<file path="src/hdl/rpsc_pkg.sv">
// Package for the refcounted power state controller.
// Holds action, level and register codes, the configuration struct and result flags.
// No dependencies.
`timescale 1ns / 1ps

package rpsc_pkg;

  typedef enum logic [1:0] {
    ACT_BUSY    = 2'd0,
    ACT_RELEASE = 2'd1,
    ACT_TICK    = 2'd2,
    ACT_SUSPEND = 2'd3
  } action_e;

  typedef enum logic [2:0] {
    LVL_RUN = 3'b001,
    LVL_CG  = 3'b010,
    LVL_PG  = 3'b100
  } level_e;

  typedef enum logic [1:0] {
    REG_CLOCK_GATE_DELAY     = 2'd0,
    REG_POWER_GATE_DELAY     = 2'd1,
    REG_POWER_GATING_ALLOWED = 2'd2,
    REG_RESET_AFTER_POWER_UP = 2'd3
  } reg_idx_e;

  localparam logic [1:0] CODE_RUN = 2'd0;
  localparam logic [1:0] CODE_CG  = 2'd1;
  localparam logic [1:0] CODE_PG  = 2'd2;

  localparam logic [15:0] CLOCK_GATE_DELAY_RST     = 16'd25;
  localparam logic [15:0] POWER_GATE_DELAY_RST     = 16'd100;
  localparam logic        POWER_GATING_ALLOWED_RST = 1'b1;
  localparam logic        RESET_AFTER_POWER_UP_RST = 1'b0;

  typedef struct packed {
    logic [15:0] clock_gate_delay;
    logic [15:0] power_gate_delay;
    logic        power_gating_allowed;
    logic        reset_after_power_up;
  } cfg_t;

  typedef struct packed {
    logic count_error;
    logic suspend_refused;
    logic went_idle;
    logic context_restore;
    logic module_reset;
    logic partition_on;
    logic clocks_on;
  } flags_t;

endpackage

</file>
<file path="src/hdl/rpsc_step.sv">
// Next-state and result logic for one word of the power state controller.
// Pure combinational; depends on rpsc_pkg.
`timescale 1ns / 1ps

module rpsc_step
  import rpsc_pkg::*;
#(
  parameter int MAX_USERS  = 255,
  parameter int DELAY_BITS = 16,
  localparam int UserW = $clog2(MAX_USERS + 1)
) (
  input  cfg_t                  cfg_i,
  input  action_e               action_i,
  input  logic [7:0]            release_count_i,
  input  level_e                level_i,
  input  logic [UserW-1:0]      ref_i,
  input  logic                  armed_i,
  input  logic [DELAY_BITS-1:0] left_i,
  output level_e                level_o,
  output logic [UserW-1:0]      ref_o,
  output logic                  armed_o,
  output logic [DELAY_BITS-1:0] left_o,
  output logic [1:0]            power_level_o,
  output logic [7:0]            users_o,
  output flags_t                flags_o
);

  localparam int CmpW = (UserW > 8) ? UserW : 8;

  function automatic logic [DELAY_BITS-1:0] sat_delay(input logic [15:0] d);
    logic [32:0] cap;
    logic [32:0] ext;
    cap = (33'd1 << DELAY_BITS) - 33'd1;
    ext = {17'd0, d};
    if (ext > cap) begin
      return cap[DELAY_BITS-1:0];
    end
    return ext[DELAY_BITS-1:0];
  endfunction

  logic [CmpW-1:0] ref_ext;
  logic [CmpW-1:0] drop_ext;
  logic [CmpW-1:0] diff;
  logic [CmpW-1:0] ref_wide;
  logic            lvl_pg;

  assign ref_ext  = CmpW'(ref_i);
  assign drop_ext = CmpW'(release_count_i);
  assign diff     = ref_ext - drop_ext;
  assign lvl_pg   = (level_i != LVL_RUN) && (level_i != LVL_CG);

  always_comb begin
    level_o = level_i;
    ref_o   = ref_i;
    armed_o = armed_i;
    left_o  = left_i;
    flags_o = '0;
    case (action_i)
      ACT_BUSY: begin
        armed_o = 1'b0;
        if (ref_i >= UserW'(MAX_USERS)) begin
          ref_o               = UserW'(MAX_USERS);
          flags_o.count_error = 1'b1;
        end else begin
          ref_o = ref_i + UserW'(1);
        end
        if (lvl_pg) begin
          flags_o.context_restore = 1'b1;
          flags_o.module_reset    = cfg_i.power_gating_allowed & cfg_i.reset_after_power_up;
        end
        level_o = LVL_RUN;
      end
      ACT_RELEASE: begin
        if (drop_ext > ref_ext) begin
          ref_o               = '0;
          flags_o.count_error = 1'b1;
        end else begin
          ref_o = diff[UserW-1:0];
        end
        if (ref_o == '0) begin
          flags_o.went_idle = 1'b1;
          if (level_i == LVL_RUN && !armed_i) begin
            armed_o = 1'b1;
            left_o  = sat_delay(cfg_i.clock_gate_delay);
          end
        end
      end
      ACT_TICK: begin
        if (armed_i) begin
          if (left_i <= DELAY_BITS'(1)) begin
            left_o  = '0;
            armed_o = 1'b0;
            if (ref_i == '0) begin
              if (level_i == LVL_RUN) begin
                level_o = LVL_CG;
                if (cfg_i.power_gating_allowed) begin
                  armed_o = 1'b1;
                  left_o  = sat_delay(cfg_i.power_gate_delay);
                end
              end else if (level_i == LVL_CG) begin
                level_o = LVL_PG;
              end
            end
          end else begin
            left_o = left_i - DELAY_BITS'(1);
          end
        end
      end
      default: begin
        if (ref_i != '0) begin
          flags_o.suspend_refused = 1'b1;
        end else begin
          armed_o = 1'b0;
          left_o  = '0;
          level_o = LVL_PG;
        end
      end
    endcase

    case (level_o)
      LVL_RUN: power_level_o = CODE_RUN;
      LVL_CG:  power_level_o = CODE_CG;
      default: power_level_o = CODE_PG;
    endcase
    flags_o.clocks_on    = (level_o == LVL_RUN);
    flags_o.partition_on = !((level_o != LVL_RUN) && (level_o != LVL_CG)
                             && cfg_i.power_gating_allowed);
  end

  assign ref_wide = CmpW'(ref_o);
  assign users_o  = ref_wide[7:0];

endmodule

</file>
<file path="src/hdl/refcounted_power_state_controller.sv">
// Refcounted power state controller: one input word per clock updates the user count,
// the power level and the gating timer; the result word is captured in an output
// register and a new word is taken every cycle unless that register is stalled.
// The rate is set by the update loop of level, count and timer registers.
// Configuration goes through the APB port at addresses 0, 4, 8 and 12.
// Depends on rpsc_pkg and rpsc_step.
`timescale 1ns / 1ps

module refcounted_power_state_controller
  import rpsc_pkg::*;
#(
  parameter int MAX_USERS  = 255,
  parameter int DELAY_BITS = 16
) (
  input  logic        clk_i,
  input  logic        rst_ni,
  input  logic        s_axis_tvalid_i,
  output logic        s_axis_tready_o,
  input  logic [7:0]  s_axis_tdata_i,   // [7:0] release_count
  input  logic [1:0]  s_axis_tuser_i,   // [1:0] action
  output logic        m_axis_tvalid_o,
  input  logic        m_axis_tready_i,
  // [1:0] power_level, [9:2] users, [10] clocks_on, [11] partition_on,
  // [12] module_reset, [13] context_restore, [14] went_idle,
  // [15] suspend_refused, [16] count_error, [23:17] zero
  output logic [23:0] m_axis_tdata_o,
  input  logic        psel_i,
  input  logic        penable_i,
  input  logic        pwrite_i,
  input  logic [3:0]  paddr_i,
  input  logic [31:0] pwdata_i,
  output logic [31:0] prdata_o,
  output logic        pready_o
);

  localparam int UserW = $clog2(MAX_USERS + 1);

  cfg_t                  cfg_q;
  level_e                level_q, level_d;
  logic [UserW-1:0]      ref_q, ref_d;
  logic                  armed_q, armed_d;
  logic [DELAY_BITS-1:0] left_q, left_d;
  logic                  out_valid_q;
  logic [23:0]           out_data_q, out_data_d;
  logic [1:0]            power_level;
  logic [7:0]            users;
  flags_t                flags;
  logic                  in_acc;
  logic                  cfg_wr;
  reg_idx_e              reg_idx;

  assign pready_o        = 1'b1;
  assign s_axis_tready_o = !out_valid_q || m_axis_tready_i;
  assign in_acc          = s_axis_tvalid_i && s_axis_tready_o;
  assign cfg_wr          = psel_i && penable_i && pwrite_i;
  assign reg_idx         = reg_idx_e'(paddr_i[3:2]);

  rpsc_step #(
    .MAX_USERS (MAX_USERS),
    .DELAY_BITS(DELAY_BITS)
  ) u_step (
    .cfg_i          (cfg_q),
    .action_i       (action_e'(s_axis_tuser_i)),
    .release_count_i(s_axis_tdata_i),
    .level_i        (level_q),
    .ref_i          (ref_q),
    .armed_i        (armed_q),
    .left_i         (left_q),
    .level_o        (level_d),
    .ref_o          (ref_d),
    .armed_o        (armed_d),
    .left_o         (left_d),
    .power_level_o  (power_level),
    .users_o        (users),
    .flags_o        (flags)
  );

  assign out_data_d = {7'd0, flags.count_error, flags.suspend_refused, flags.went_idle,
                       flags.context_restore, flags.module_reset, flags.partition_on,
                       flags.clocks_on, users, power_level};

  always_ff @(posedge clk_i or negedge rst_ni) begin
    if (!rst_ni) begin
      cfg_q.clock_gate_delay     <= CLOCK_GATE_DELAY_RST;
      cfg_q.power_gate_delay     <= POWER_GATE_DELAY_RST;
      cfg_q.power_gating_allowed <= POWER_GATING_ALLOWED_RST;
      cfg_q.reset_after_power_up <= RESET_AFTER_POWER_UP_RST;
    end else if (cfg_wr) begin
      case (reg_idx)
        REG_CLOCK_GATE_DELAY:     cfg_q.clock_gate_delay     <= pwdata_i[15:0];
        REG_POWER_GATE_DELAY:     cfg_q.power_gate_delay     <= pwdata_i[15:0];
        REG_POWER_GATING_ALLOWED: cfg_q.power_gating_allowed <= pwdata_i[0];
        REG_RESET_AFTER_POWER_UP: cfg_q.reset_after_power_up <= pwdata_i[0];
        default: ;
      endcase
    end
  end

  always_comb begin
    case (reg_idx)
      REG_CLOCK_GATE_DELAY:     prdata_o = {16'd0, cfg_q.clock_gate_delay};
      REG_POWER_GATE_DELAY:     prdata_o = {16'd0, cfg_q.power_gate_delay};
      REG_POWER_GATING_ALLOWED: prdata_o = {31'd0, cfg_q.power_gating_allowed};
      REG_RESET_AFTER_POWER_UP: prdata_o = {31'd0, cfg_q.reset_after_power_up};
      default:                  prdata_o = '0;
    endcase
  end

  always_ff @(posedge clk_i or negedge rst_ni) begin
    if (!rst_ni) begin
      level_q     <= LVL_PG;
      ref_q       <= '0;
      armed_q     <= 1'b0;
      left_q      <= '0;
      out_valid_q <= 1'b0;
    end else begin
      if (in_acc) begin
        level_q <= level_d;
        ref_q   <= ref_d;
        armed_q <= armed_d;
        left_q  <= left_d;
      end
      if (in_acc) begin
        out_valid_q <= 1'b1;
      end else if (m_axis_tready_i) begin
        out_valid_q <= 1'b0;
      end
    end
  end

  always_ff @(posedge clk_i) begin
    if (in_acc) begin
      out_data_q <= out_data_d;
    end
  end

  assign m_axis_tvalid_o = out_valid_q;
  assign m_axis_tdata_o  = out_data_q;

  a_ref_bound: assert property (@(posedge clk_i) disable iff (!rst_ni)
    ref_q <= UserW'(MAX_USERS))
    else $error("user count above limit");

  a_armed_idle: assert property (@(posedge clk_i) disable iff (!rst_ni)
    armed_q |-> (ref_q == '0) && (level_q != LVL_PG))
    else $error("timer armed with users held or while power gated");

  a_busy_runs: assert property (@(posedge clk_i) disable iff (!rst_ni)
    in_acc && (s_axis_tuser_i == ACT_BUSY) |=> level_q == LVL_RUN)
    else $error("busy word did not bring module to running");

  a_result_follows: assert property (@(posedge clk_i) disable iff (!rst_ni)
    in_acc |=> m_axis_tvalid_o)
    else $error("accepted word produced no result");

endmodule
</file>
<file path="config.mk">
export PLATFORM = sky130hd
export DESIGN_NAME = refcounted_power_state_controller
export DESIGN_NICKNAME = d
export VERILOG_FILES = /design/src/hdl/rpsc_pkg.sv /design/src/hdl/rpsc_step.sv /design/src/hdl/refcounted_power_state_controller.sv
export SDC_FILE = /design/constraint.sdc
export NUM_CORES = 1
export LEC_CHECK = 0
export BUFFER_PORTS_ARGS = -buffer_cell sky130_fd_sc_hd__buf_4
export CAP_MARGIN = 20
export CORE_MARGIN = 2
export CORE_UTILIZATION = 49
export CTS_BUF_LIST = sky130_fd_sc_hd__clkbuf_8 sky130_fd_sc_hd__clkbuf_16
export DETAILED_ROUTE_END_ITERATION = 6
export GPL_TIMING_DRIVEN = 0
export PLACE_DENSITY_LB_ADDON = 0.15
export RECOVER_POWER = 50
export REMOVE_ABC_BUFFERS = 1
export SYNTH_ARGS = -nofsm -noshare
export SYNTH_HDL_FRONTEND = slang
export SYNTH_SLANG_ARGS = --single-unit
</file>
<file path="constraint.sdc">
create_clock -name clk_i -period 4.2 [get_ports clk_i]
set_input_delay 0 -clock clk_i [delete_from_list [all_inputs] [get_ports clk_i]]
set_output_delay 0 -clock clk_i [all_outputs]
set_load 0.05 [all_outputs]
</file>
# After elaboration in Yosys (flattened, before gate mapping)
# Cells that the tools add are included.
[op_classes] n_reduce_logical=25 n_eq_ne=18 muxes=39 n_lt_le_gt_ge=3 add_sub_neg=3 bitwise_logic=2
[ops] cell="16-bit two-way mux" n=8
[ops] cell="32-bit case mux with 4 select lines" n=1
[ops] cell="16-bit case mux with 3 select lines" n=1
[ops] cell="8-bit two-way mux" n=3
[ops] cell="3-bit two-way mux" n=6
[ops] cell="16-bit by 1-bit less-or-equal comparator with 1-bit output, second input constant" n=1
[ops] cell="8-bit zero test" n=2
[ops] cell="8-bit case mux with 2 select lines" n=1
[ops] cell="16-bit by 1-bit subtractor with 16-bit output, second input constant" n=1
[ops] cell="1-bit two-way mux" n=14
[ops] cell="2-bit AND reduction" n=5
[ops] cell="3-bit case mux with 3 select lines" n=1
[ops] cell="8-bit by 1-bit adder with 8-bit output, second input constant" n=1
[ops] cell="8-bit >= comparator, second input constant" n=1
[ops] cell="8-bit greater-than comparator" n=1
[ops] cell="8-bit nonzero test" n=1
[ops] cell="8-bit subtractor" n=1
[ops] cell="1-bit logical AND" n=7
[ops] cell="2-bit equality test, second input constant" n=3
[ops] cell="3-bit by 1-bit equality test with 1-bit output, second input constant" n=2
[ops] cell="3-bit by 2-bit equality test with 1-bit output, second input constant" n=2
[ops] cell="3-bit by 1-bit inequality test with 1-bit output, second input constant" n=2
[ops] cell="3-bit by 2-bit inequality test with 1-bit output, second input constant" n=2
[ops] cell="6-bit AND reduction" n=1
[ops] cell="other kinds (17)" n=22
[totals] out_inout_bits=59 input_bits=53 ff_bits=80

# Depth between registers and ports, before layout
# Gate-level depths: netlist of run 1.
[logic_depth] word_depth=11 depth_mapped=12 depth_no_buf=11

# Hierarchy
# Synthesis of run 1 repeated with hierarchy kept, for this count alone.
[hier_totals] cells_unflattened=572 hier_area_um2=5539.1
[by_module_without_submodules] mod="refcounted_power_state_controller" area_per_inst_um2=3424.5 n_inst=1 cells_per_inst=220 seq_area_each_um2=2097.0
[by_module_without_submodules] mod="rpsc_step" area_per_inst_um2=2114.5 n_inst=1 cells_per_inst=352 seq_area_each_um2=0.0

# Worst setup path before layout of run 1
# No wires, ideal clock.
[synth_timing] path_type="reg-to-reg" from="reg ref_q[0]" to="reg left_q[10]" path_slack_ns=1.207 t_arrival_ns=2.868 path_stages_with_launch=13 period_less_slack_ns=2.993 path_cell_list="dfrtp_1 > inv_1 > ha_1 > inv_1 > fa_1 > a21oi_1 > o21bai_1 > xnor2_1 > or3b_1 > o41a_1 > nor2_4 > buf_4 > mux2_2"
[synth_via] elab_chain_cells=6 elab_cells_between_ends=14 cone_classes="add/sub: 1; order compare: 1; eq/ne: 2; mux: 6; reduce/logical: 4"
[synth_rtl] item="start: declaration" line="refcounted_power_state_controller.sv:40" rtl="logic [UserW-1:0] ref_q, ref_d;"
[synth_rtl] item="start signal: assignment" line="refcounted_power_state_controller.sv:119" rtl="ref_q <= ref_d;"
[synth_rtl] item="8-bit subtractor or 8-bit greater-than comparator (tied branches)" line="rpsc_step.sv:49, rpsc_step.sv:74"
[synth_rtl] item="8-bit two-way mux" line="rpsc_step.sv:74" rtl="if (drop_ext > ref_ext) begin"
[synth_rtl] item="8-bit two-way mux" line="rpsc_step.sv:58" rtl="case (action_i)"
[synth_rtl] item="8-bit zero test" line="rpsc_step.sv:80" rtl="if (ref_o == '0) begin"
[synth_rtl] item="2-bit by 1-bit inequality test with 1-bit output (no source line)"
[synth_rtl] item="6-bit AND reduction (no source line)"
[synth_rtl] item="end signal: assignment" line="refcounted_power_state_controller.sv:121" rtl="left_q <= left_d;"
[synth_rtl] item="end: declaration" line="refcounted_power_state_controller.sv:42" rtl="logic [DELAY_BITS-1:0] left_q, left_d;"
# Parallel ways exist; a longest one is shown, timed or not. The select of a mux whose other input is x is not followed.
# A chain may end at the register's enable or synchronous reset.

# Worst setup path in the final report of run 1
[layout_timing] from="reg ref_q[0]" to="reg left_q[3]"
# The elaborated chain is that of the path after synthesis.

==> metrics.md, run 1 <==
| Metric | Value |
|---|---|
| FF+latch count, synth | `80` |
| Final hold vios | `0` |
| Top post-synthesis cells by area | `dfrtp_1 (27%), mux2_2 (13%), edfxtp_1 (10%)` |
| Top delay family on crit path | `simple AND/OR/NAND/NOR gates` |
| DRC | `0` |
| Sw frac | `0.432` |
| Worst Setup End Kind | `register` |
| First-pass GRT wire length | `17900 um` |
| Post-synthesis cell area | `5110 um2` |
| Die width | `106 um` |
| GR Util All Layers | `0.196` |
| Grt ovf | `0` |
| Simple-Gate Fraction of Synth Area | `0.166` |
| Tightest Hold Check Type | `in -> reg` |
| Seq/Total Area, Yosys | `0.410` |
| Worst r2r src | `ref_q[0]` |
| CTS tree | `built` |
| Sink Count | `80` |
| Setup-failing EPs final | `0` |
| Outcome | `finished, final reports clean` |
| Root Buffer | `clkbuf_8` |
| Synth Area in Adders | `0.0456` |
| Critical path, cell by cell | `inv_1, ha_1, inv_1, fa_1, a21oi_1, o21bai_1, xnor2_1, or3b_1, o41a_1, nor2_4, mux2_2` |
| H-tree depth | `3` |
| Yosys top cell area share | `0.269` |
| Top_reg_cell synth | `dfrtp_1` |
| Post-Route Setup TNS | `0 ns` |
| Crit start category | `register` |
| Required time of the critical path | `4.44 ns` |
| Total power | `3650 uW` |
| Initial detailed-routing violation count | `167` |
| Largest net degree at the start of global routing | `64` |
| Post-Synth XOR/XNOR Area | `0.0291` |
| Diode count | `0` |
| Port buffer count | `69` |
| Mux cell area share after synthesis | `0.172` |
| Top cells by count, synth | `mux2_2 (59), dfrtp_1 (55), nand2_1 (41)` |
| Post-synth ARST share | `0.788` |
| Max-cap violations | `0` |
| Period utilisation layout | `0.819` |
| Post-synthesis compound-gate area fraction | `0.0933` |
| Die area | `11300 um2` |
| Avg Cell Area, Syn | `10.3 um2` |
| Placed Area | `5580 um2` |
| R2R cell count | `11` |
| Post-Syn Instances | `496` |
| Slowest cell on crit path | `nor2_4` |
| Worst Max-Slew Pin Slew | `1.37 ns` |
| Layout area overhead | `15.2%` |
| Layout cells sized above 1 | `0.240` |
| Hold endpoint | `m_axis_tdata_o[15]` |
| Setup Slack @ Placement | `0.745 ns` |
| Leak | `0.00260 uW` |
| Clk network pwr share | `0.163` |
| Setup slack after layout | `0.761 ns` |
| Final wirelength | `10900 um` |
| I/O pins | `112` |
| Warnings from Yosys | `0` |
| Detailed-route wire length per cell | `15.2 um` |
| Worst-case clock buffer depth | `2` |
| Net Switching | `1580 uW` |
| Fmax | `291 MHz` |
| CP Max Fanout | `16` |
| Post-synth cell types | `63` |
| CTS buffer count | `9` |
| CP Class | `reg -> reg` |
| Final antenna-violating net count | `0` |
| Vias | `3870` |
| Count leader, synth | `mux2_2` |
| DR vias/cell | `5.41` |
| CORE AREA | `10200 um2` |
| Initial antenna violation count | `0` |
| R2r setup slk | `0.76 ns` |
| RSZ-0062 raised after global routing | `no` |
| Nets | `645` |
| CP arrival | `3.68 ns` |
| CP max stage delay | `0.45 ns` |
| Clock transition at path regs | `0.08 ns` |
| Most frequent CP cell | `inv_1` |
| Hold path depth | `3` |
| Largest family of logic cells by synthesized area | `multiplexers` |
| Pint | `2070 uW` |
| WP buf/inv | `2` |
| Slew Viols, Final | `0` |
| Peak VDD IR | `0.387 mV` |
| EDFF count, synth | `17` |
| Die Y | `106 um` |
| Setup Skew | `0.00889 ns` |
| Post-DP HPWL | `7560 um` |
| Pwr per Cell Area | `620 nW/um2` |
| Vias in the first global route | `3758` |
| Final Wtd Congestion | `0.816` |
| FP Rows | `37` |
| Fin Hold WS | `0.111 ns` |
| Final min period | `3.44 ns` |
| Hold path startpoint | `s_axis_tuser_i[1]` |
| Effective utilization at floorplan | `0.499` |
| Drt pass-1 iters | `4` |
| Clock latency on the worst-skew pair | `0.35 ns` |
| Seq pwr share | `0.332` |
| Final instance area | `5890 um2` |
| R2R Path End | `left_q[3]` |
| Rel. slew slack | `0.0883` |
| Power share of the combinational group | `0.505` |
| Synth area leader | `dfrtp_1` |
worst min-delay path: cells and delay by family:
family | cells | cell delay [ns]
AND/OR/NAND/NOR | 1 | 0.12
buffers and inverters | 1 | 0.11
adder cells (fa/ha/maj) | 1 | 0.13
metrics by stage:
stage                     std cells  utilization
after floorplan                 472            -
after global placement          677        0.542
after detailed placement        680        0.546
after CTS                       715        0.585
after global routing            715        0.575
final                           715        0.575
state kept, by name, summed over array words and instances, names as in the netlist:
name / flops
cfg_q: 34
m_axis_tdata_o: 17
left_q: 16
ref_q: 8
level_q: 3
armed_q: 1
m_axis_tvalid_o: 1
how the worst max path moves through the flow:
stage | from | to | slack [ns] | cells past startpoint
final | ref_q[0] | left_q[3] | 0.76 | 11
after global routing | ref_q[0] | left_q[15] | 0.58 | 11
after CTS | ref_q[0] | left_q[15] | 0.73 | 11
after detailed placement | ref_q[0] | left_q[3] | 0.75 | 11
after global placement | ref_q[1] | left_q[8] | 0.62 | 9
after floorplan | ref_q[0] | left_q[10] | 1.23 | 11
cell type report:
type                            instances  area [um2]
Fill cell                             895        4340
Multi-Input combinational cell        370        2680
Sequential cell                        80        2100
Timing Repair Buffer                   91         644
Tap cell                              136         170
Clock buffer                           11         163
Inverter                               22        82.6
Clock inverter                          5        48.8
power groups by stage:
stage                     Sequential, uW  Clock (uW)  Combinational (uW)
after CTS                           1210         609                1870
after floorplan                     1220           0                1390
after global placement              1210           0                1820
final                               1210         596                1840
after detailed placement            1230           0                1840
after global routing                1240         638                2020
repair_timing:
action / CTS / global route
hold buffers: 19 / 0
resized for setup: 0 / 0
setup buffers: 0 / 0
hold endpoints to repair: 90 / 0
layout by cell type (no fill, tap or decap), types with 7 or more instances in the layout:
cell           netlist  final
xnor2_1              9      9
clkbuf_8             6     10
nand2b_1             8      8
mux2i_1             19     19
o21ai_0             13     13
nand2_1             41     41
nor3_1               8      8
nor2_1              34     34
dlygate4sd3_1        0     19
conb_1               2     24
clkbuf_1            11     24
ha_1                17     17
nand3_1             19     19
mux2_2              59     59
dfrtp_1             55     55
dfstp_2              8      7
a21oi_1             16     16
buf_4               25     47
edfxtp_1            17     17
nand4_1             12     12
inv_1               22     25
a31oi_1             13     13
xor2_1               8      8
cell families after synthesis:
kind of cell | after synthesis
xor+xnor | 17
buf+inv | 68
simple gates | 160
other cells | 2
compound gates | 72
flops | 80
mux | 79
fa+ha+maj | 18
layer usage:
layer	up-vias	track usage	routed length, um
met5	-	0	0
met4	0	0.0724	169
met3	15	0.0264	378
met2	86	0.337	5360
met1	1860	0.252	4990
li1	1909	-	-
Note: power is estimated with default switching activity, not from simulation.
==> run 2, diff against run 1 <==
--- a/config.mk
+++ b/config.mk
@@ -5,6 +5,7 @@
 export SDC_FILE = /design/constraint.sdc
 export NUM_CORES = 1
 export LEC_CHECK = 0
+export ABC_AREA = 1
 export BUFFER_PORTS_ARGS = -buffer_cell sky130_fd_sc_hd__buf_4
 export CAP_MARGIN = 20
 export CORE_MARGIN = 2
==> constraint.sdc (replaced) <==
create_clock -name clk_i -period 3.35 [get_ports clk_i]
set_input_delay 0 -clock clk_i [delete_from_list [all_inputs] [get_ports clk_i]]
set_output_delay 0 -clock clk_i [all_outputs]
set_load 0.05 [all_outputs]
==> run 2 against run 1 <==
Against the previous run: the run now ends with capacitance limit, slew limit left; first-iteration DRC count grew 110%; global-route usage grew 3.5 points; combinational power grew 78%; critical path type unchanged; die area increased by 4.1%.
==> metrics.md, run 2 <==
| Metric | Value |
|---|---|
| Outcome | `finished, violations left` |
| Violated checks | `capacitance limit, slew limit` |
| Layout area overhead | `15.0%` |
| Post-Syn Instances | `737` |
| FF+latch count, synth | `80` |
| Count leader, synth | `nand2_1` |
| Top delay family on crit path | `simple AND/OR/NAND/NOR gates` |
| Peak VDD IR | `0.603 mV` |
| DRC | `0` |
| Worst Max-Slew Pin Slew | `1.61 ns` |
| WP buf/inv | `2` |
| Port buffer count | `69` |
| Top cells by count, synth | `nand2_1 (211), nand3_1 (83), inv_1 (78)` |
| Worst r2r src | `ref_q[0]` |
| Yosys top cell area share | `0.258` |
| Die area | `11700 um2` |
| Vias in the first global route | `4697` |
| CP arrival | `3.17 ns` |
| CTS buffer count | `9` |
| Critical path endpoint | `left_q[13]` |
| Period utilisation layout | `0.873` |
| Top post-synthesis cells by area | `dfrtp_1 (26%), nand2_1 (15%), edfxtp_1 (9.6%)` |
| CTS tree | `built` |
| Most common cell after layout, fill and taps aside | `nand2_1` |
| Final antenna-violating net count | `0` |
| Reg with most FFs | `cfg_q` |
| Vias | `5061` |
| Rel. slew slack | `-0.0704` |
| Root Buffer | `clkbuf_8` |
| Post-synth cell types | `40` |
| Initial antenna violation count | `0` |
| R2r setup slk | `0.42 ns` |
| Setup slack after layout | `0.424 ns` |
| R2R cell count | `16` |
| Final Wtd Congestion | `0.892` |
| Clock latency on the worst-skew pair | `0.36 ns` |
| Worst Setup End Kind | `register` |
| Seq/Total Area, Yosys | `0.394` |
| Post-Route Setup TNS | `0 ns` |
| Top_reg_cell synth | `dfrtp_1` |
| Fmax | `342 MHz` |
| RSZ-0062 raised after global routing | `no` |
| FILL cells | `1040` |
| Worst-case clock buffer depth | `2` |
| Clock transition at path regs | `0.08 ns` |
| EDFF count, synth | `17` |
| Setup-failing EPs final | `0` |
| Required time of the critical path | `3.59 ns` |
| Slowest cell on crit path | `fa_1` |
| Avg Cell Area, Syn | `7.23 um2` |
| Crit start category | `register` |
| CP max stage delay | `0.43 ns` |
| Die Y | `108 um` |
| Warnings from Yosys | `0` |
| Diode count | `0` |
| CP Class | `reg -> reg` |
| Layout cells sized above 1 | `0.102` |
| First-pass GRT wire length | `21600 um` |
| Setup Slack @ Placement | `0.443 ns` |
| Most frequent cells in the layout | `nand2_1 (211), nand3_1 (83), inv_1 (79)` |
| R2R Path End | `left_q[13]` |
| Largest net degree at the start of global routing | `64` |
| Nets | `882` |
| CORE AREA | `10700 um2` |
| CP Max Fanout | `19` |
| Die width | `108 um` |
| Final wirelength | `12800 um` |
| Leak | `0.00301 uW` |
| Post-DP HPWL | `8760 um` |
| FP Rows | `38` |
| Setup Skew | `0.0103 ns` |
| Setup Buffers After CTS | `0` |
| Slew Viols, Final | `64` |
| Final hold vios | `0` |
| DR vias/cell | `5.29` |
| Synth area leader | `dfrtp_1` |
| Critical path, cell by cell | `inv_1, ha_1, inv_1, fa_1, nand3_1, nand3_1, nand2_1, nand2_2, nand3b_1, nand2_1, nor2_1, nand2_1, nand2_2, nand2_4, nand2_1, nand2_1` |
| Most frequent CP cell | `nand2_1` |
| Post-synth ARST share | `0.788` |
| Sink Count | `80` |
| Pwr per Cell Area | `902 nW/um2` |
| Final min period | `2.93 ns` |
| GR Util All Layers | `0.231` |
| Post-synthesis cell area | `5330 um2` |
| Tightest Hold Check Type | `in -> reg` |
| Detailed-route wire length per cell | `13.4 um` |
| CP Depth | `16` |
| Drt pass-1 iters | `5` |
| Initial detailed-routing violation count | `353` |
| Worst Setup SP | `ref_q[0]` |
| Effective utilization at floorplan | `0.498` |
| I/O pins | `112` |
| Max-cap violations | `1` |
| H-tree depth | `3` |
| Grt ovf | `0` |
| Max reg flops | `34` |
run 2: cell types whose count changed after synthesis, moves of 19 or more:
cell,change
o21ai_0,+55
mux2_2,-59
mux2i_1,-19
nand2_1,+170
inv_1,+56
nand3_1,+64
run 2: cell families (layout without fill, tap and decap cells):
family / after synthesis / count (layout) / synth area share
and+or+nand+nor: 368 / 368 / 0.296
xor gates and xnor gates: 7 / 7 / 0.0115
buffers and inverters: 135 / 192 / 0.116
AOI/OAI and AO/OA: 127 / 127 / 0.137
adders and majority gates: 18 / 18 / 0.0437
DFF: 80 / 80 / 0.394
other: 2 / 24 / 0.00141
run 2: per-stage QoR:
stage               instance area [um2]  hold slack (ns)  std cells   util  power, uW
global route                       6120           0.0653        956  0.573       6090
CTS                                6220           0.0116        956  0.581       5550
floorplan                          5110           -0.296        708      -       4000
finish                             6120           0.0275        956  0.573       5530
global placement                   5800            0.149        917  0.542       4780
detailed placement                 5810            0.158        919  0.544       4810
run 2: how the worst min path moves through the flow:
stage / start / end / slack (ns) / cells past startpoint
after floorplan: rst_ni / armed_q / -0.30 / 0
after global placement: rst_ni / ref_q[4] / 0.15 / 1
after detailed placement: rst_ni / ref_q[5] / 0.16 / 1
after CTS: paddr_i[3] / cfg_q[0] / 0.01 / 4
after global routing: s_axis_tvalid_i / m_axis_tvalid_o / 0.07 / 3
final: paddr_i[3] / cfg_q[0] / 0.03 / 4
run 2: worst register-to-register path: stages, from the launching register on:
cell and delay [ns]:
dfrtp_1 0.40, inv_1 0.14, ha_1 0.16, inv_1 0.06, fa_1 0.43, nand3_1 0.09, nand3_1 0.10, nand2_1 0.09
nand2_2 0.12, nand3b_1 0.16, nand2_1 0.07, nor2_1 0.08, nand2_1 0.10, nand2_2 0.37, nand2_4 0.23, nand2_1 0.14
nand2_1 0.05
run 2: area by class of cell:
class | count | area, um2 | share of cell area
multi-input cells | 544 | 2690 | 0.440
inverters | 84 | 315 | 0.0515
repair buffers | 92 | 651 | 0.106
clock buffers | 11 | 163 | 0.0266
well taps | 140 | 175 | 0.0286
clock inverters | 5 | 30.0 | 0.00490
flip-flops and latches | 80 | 2100 | 0.342
run 2: routing by layer:
layer	share of wire	routed length, um	track usage
met4	0.015	189	0.0705
met2	0.49	6350	0.410
met1	0.44	5620	0.291
met3	0.053	679	0.0332
met5	0	0	0
run 2: what timing repair did:
action	CTS	global route
gates resized for setup	0	0
hold endpoints to repair	90	0
hold buffers	21	0
run 2: report_power, final:
part / internal [uW] / switching [uW] / total, uW
sequential: 1280 / 274 / 1550
clock: 331 / 364 / 695
combinational: 1050 / 2230 / 3280
